**src/sv/lkv_pkg.sv**
```systemverilog
// lkv_pkg: shared types and constants of the linear key/value table
// used by lkv_cell, linear_key_value_table and lkv_checker; no dependencies
package lkv_pkg;

  localparam int CAPACITY = 64;
  localparam int IDX_W    = (CAPACITY > 1) ? $clog2(CAPACITY) : 1;
  localparam int CNT_W    = $clog2(CAPACITY + 1);
  localparam int DATA_W   = 32;

  typedef enum logic [1:0] {
    OP_GET = 2'd0,
    OP_PUT = 2'd1,
    OP_DEL = 2'd2,
    OP_CLR = 2'd3
  } op_t;

  typedef enum logic {
    ST_IDLE = 1'b0,
    ST_EXEC = 1'b1
  } state_t;

  typedef logic signed [DATA_W-1:0] data_t;

  // command broadcast to every cell during the execute cycle
  typedef struct packed {
    logic             exec;
    op_t              op;
    data_t            key;
    data_t            value;
    logic             hit;
    logic [IDX_W-1:0] slot;
    logic [CNT_W-1:0] count;
  } lkv_cmd_t;

endpackage

```
**src/sv/lkv_cell.sv**
```systemverilog
// lkv_cell: one slot of the table, holding a key/value pair
// depends on lkv_pkg; passes its pair down to the lower neighbor on delete
module lkv_cell (
  input  logic                    clk,
  input  logic [lkv_pkg::IDX_W-1:0] cell_idx,
  input  lkv_pkg::lkv_cmd_t       cmd,
  input  lkv_pkg::data_t          up_key,
  input  lkv_pkg::data_t          up_value,
  output lkv_pkg::data_t          key_q,
  output lkv_pkg::data_t          value_q,
  output logic                    match
);
  import lkv_pkg::*;

  data_t            key_r, key_nxt;
  data_t            value_r, value_nxt;
  logic             occupied;
  logic [CNT_W-1:0] idx_ext;

  assign idx_ext  = CNT_W'(cell_idx);
  assign occupied = idx_ext < cmd.count;
  assign match    = occupied && (key_r == cmd.key);
  assign key_q    = key_r;
  assign value_q  = value_r;

  // slot update: overwrite, append at the tail, or shift down on delete
  always_comb begin
    key_nxt   = key_r;
    value_nxt = value_r;
    if (cmd.exec) begin
      case (cmd.op)
        OP_PUT: begin
          if (cmd.hit) begin
            if (match) value_nxt = cmd.value;
          end else if (idx_ext == cmd.count) begin
            key_nxt   = cmd.key;
            value_nxt = cmd.value;
          end
        end
        OP_DEL: begin
          if (cmd.hit && (cell_idx >= cmd.slot)) begin
            key_nxt   = up_key;
            value_nxt = up_value;
          end
        end
        default: ;
      endcase
    end
  end

  // pair storage
  always_ff @(posedge clk) begin
    key_r   <= key_nxt;
    value_r <= value_nxt;
  end

endmodule

```
**config.mk**
```make
export PLATFORM = sky130hd
export DESIGN_NAME = lkv_cell
export DESIGN_NICKNAME = d
export VERILOG_FILES = /design/src/sv/lkv_pkg.sv /design/src/sv/lkv_cell.sv
export SDC_FILE = /design/constraint.sdc
export NUM_CORES = 1
export LEC_CHECK = 0
export BUFFER_PORTS_ARGS = -buffer_cell sky130_fd_sc_hd__buf_2
export CAP_MARGIN = 20
export CORE_ASPECT_RATIO = 1.2
export CORE_MARGIN = 2
export CORE_UTILIZATION = 46
export DETAILED_ROUTE_END_ITERATION = 10
export PLACE_DENSITY = 0.95
export SYNTH_ARGS = -nofsm -noshare
export SYNTH_HDL_FRONTEND = slang
export SYNTH_SLANG_ARGS = --single-unit
```
**constraint.sdc**
```tcl
create_clock -name clk -period 9.06 [get_ports clk]
set_clock_uncertainty 0.2 [all_clocks]
set_input_delay 1.359 -clock clk [delete_from_list [all_inputs] [get_ports clk]]
set_output_delay 1.359 -clock clk [all_outputs]
set_load 0.03 [all_outputs]
```
==> impl_metrics.env <==
export IMPL_status="finished, final reports clean"
export IMPL_synthArstFlopShare_pct=0
export IMPL_synth_nets=389
export IMPL_drive_gt1_share_pct=65.8
export IMPL_setup_viol_count_final=0
export IMPL_drt_iter0_markers=161
export IMPL_reg2reg_from="key_q[14]"
export IMPL_fp_dieH_um=97.9
export IMPL_cts_root_buf="clkbuf_8"
export IMPL_seq_area_frac_synth_pct=56.9
export IMPL_synth_top_cell_by_area="edfxtp_1"
export IMPL_p_leak_nw=2.14
export IMPL_met1_length_um=3140
export IMPL_setup_tns_final_ns=0
export IMPL_cts_clk_slew_worst_paths_ns=0.07
export IMPL_antenna_found_initial=0
export IMPL_fill_cells=553
export IMPL_drtAntennaViolNets=0
export IMPL_area_delta_synth_final_pct=40.6
export IMPL_regToRegSetupSlack_ns=6.34
export IMPL_synth_area_leaders="edfxtp_1, mux2_2, xor2_1"
export IMPL_ys_ff_latch=64
export IMPL_yosys_top_cells_count="edfxtp_1, mux2_2, xor2_1"
export IMPL_synthCells=225
export IMPL_reg2reg_depth=7
export IMPL_hold_start="up_key[16]"
export IMPL_final_core_util_pct=66.0
export IMPL_routedWlPerCell_um=16.4
export IMPL_fmax_mhz=229
export IMPL_ys_flop_type="edfxtp_1"
export IMPL_netlist_area_mm2=0.00338
export IMPL_worstSetupStartpointType="primary input"
export IMPL_cts_setup_buffers=0
export IMPL_drt_pass1_iter_count=4
export IMPL_rsz0062_at_grt="no"
export IMPL_max_slew_margin_rel_pct=45.3
export IMPL_fin_cells=543
export IMPL_cts_tree="done"
export IMPL_slew_violations=0
export IMPL_rr_endpoint="value_q[13]"
export IMPL_htreeDepth=3
export IMPL_synth_edf_count=64
export IMPL_placeableCoreArea_mm2=0.00719
export IMPL_dieArea_mm2=0.00805
export IMPL_grt_pass1_vias=2866
export IMPL_final_hold_viol_count=0
export IMPL_min_delay_path_class="primary input to flop"
export IMPL_critPathRequiredTime_ns=7.50
export IMPL_grt_overflow=0
export IMPL_hold_depth=2
export IMPL_maxUsedRoutingLayer="met4"
export IMPL_path_max_fanout=2
export IMPL_synth_cell_types=30
export IMPL_final_period_utilization_pct=48.2
export IMPL_avgViaCountPerCell=4.96
export IMPL_yosysWarnings=0
export IMPL_cp_end_kind="output pin"
export IMPL_period_needed_ns=4.37
export IMPL_wl_um=8910
export IMPL_die_w_um=82.2
export IMPL_grt_max_degree=66
export IMPL_drc=0
export IMPL_tightest_slew_ns=0.821
export IMPL_ir_worst_vdd_uv=158
export IMPL_place_hpwl_um=7040
export IMPL_holdPathEnd="key_q[16]"
export IMPL_antenna_cells=0
export IMPL_numCtsBuffers=9
export IMPL_num_io_pins=217
export IMPL_dr_wl_met2_um=4850
export IMPL_crit_arrival_ns=2.81
export IMPL_portBuffers=216
export IMPL_hold_buffers=0
export IMPL_nNetsFinal=612
export IMPL_grt_pass1_wl_um=13200
export IMPL_synth_area_per_cell_um2=15.0
export IMPL_gp_congestion=0.889
export IMPL_critPathKind="primary input to output pin"
export IMPL_drv_cap=0
export IMPL_cts_repair_resized=0
export IMPL_powerDensity_mw_per_mm2=154
export IMPL_clock_sinks=64
export IMPL_insertion_delay_ns=0.33
export IMPL_rows=34
export IMPL_grt_usage_pct=22.2
export IMPL_initial_core_util_pct=47.0
export IMPL_yosysTopAreaCellShare_pct=56.9
export IMPL_wl_met3_um=562
export IMPL_num_vias=2691
export IMPL_cts_buffer_depth=2
export IMPL_dp_cells=527
==> report_power, final <==
| group | switching (mW) | internal [mW] | leakage, nW |
|---|---|---|---|
| registers | 0.00725 | 0.348 | 0.586 |
| clock network | 0.105 | 0.125 | 0.0922 |
| logic | 0.0817 | 0.0671 | 1.46 |
==> routing by layer <==
| layer | vias up | track usage [%] |
|---|---|---|
| met5 | - | 0 |
| met4 | 0 | 12.2 |
| met1 | 1248 | 22.4 |
| met2 | 121 | 40.5 |
| met3 | 32 | 4.99 |
| li1 | 1290 | - |
==> area by class of cell <==
class	instances	area (µm²)	share of cell area, %
flip-flops and latches	64	1920	40.5
multi-input cells	142	1390	29.2
repair buffers	219	1100	23.2
clock buffers	11	131	2.77
well taps	90	113	2.37
clock inverters	5	47.5	1.00
inverters	12	45.0	0.949
==> sequential cells by signal (all words and copies together), names as in the netlist <==
| signal | count |
|---|---|
| value_q | 32 |
| key_q | 32 |
==> critical path: stages <==
cell and delay [ns]:
buf_2 0.11, ha_1 0.30, a21o_1 0.16, a21oi_1 0.13, o211ai_1 0.16, nor4_4 0.33, buf_2 0.25
==> per-stage QoR <==
step	worst slack (ns)	hold WS, ns	power, mW	area [µm²]
3_5_place_dp	4.70	1.26	0.510	4570
3_3_place_gp	4.67	1.27	0.504	4570
4_1_cts	4.68	1.11	0.740	4750
6_report	4.69	1.13	0.733	4750
5_1_grt	4.59	1.12	0.763	4750
2_1_floorplan	4.83	1.38	0.447	3380
==> cell families (layout without fill, tap and decap cells) <==
family                     Yosys count  count (layout)  share of synthesized area, %
muxes                               64              64                          21.3
DFF                                 64              64                          56.9
xor gates and xnor gates            32              32                          8.30
and+or+nand+nor                     22              22                          4.67
buffers and inverters               19             247                          2.30
adders and majority gates           12              12                          4.44
AOI/OAI and AO/OA                   12              12                          2.07
==> worst max path at each step <==
stage                      from    endpoint  slack (ns)
global route        cell_idx[4]       match        4.59
finish              cell_idx[4]       match        4.69
detailed placement  cell_idx[4]       match        4.70
CTS                 cell_idx[4]       match        4.68
global placement    cell_idx[4]       match        4.67
floorplan                cmd[4]  value_q[0]        4.83
==> cells in the final DEF, fill, tap and decap left out <==
cell type / n
buf_2: 216
mux2_2: 64
edfxtp_1: 64
xor2_1: 31
inv_1: 12
ha_1: 12
clkbuf_8: 9
a21oi_1: 6
nor4_1: 6
buf_4: 3
a21o_1: 2
nand4b_1: 2
nand2_1: 2
clkbuf_1: 2
clkinv_2: 2
clkinv_1: 2
nor2b_4: 1
xnor2_1: 1
nor4_2: 1
o211ai_1: 1
nand3b_1: 1
nand4_1: 1
nor3_1: 1
nand3_1: 1
nor4_4: 1
nand2b_1: 1
o21ai_0: 1
a31oi_1: 1
o22ai_1: 1
nor2_1: 1
or3_1: 1
and3_1: 1
and3b_1: 1
bufinv_16: 1
No activity file was read; power rests on OpenSTA's default activity.
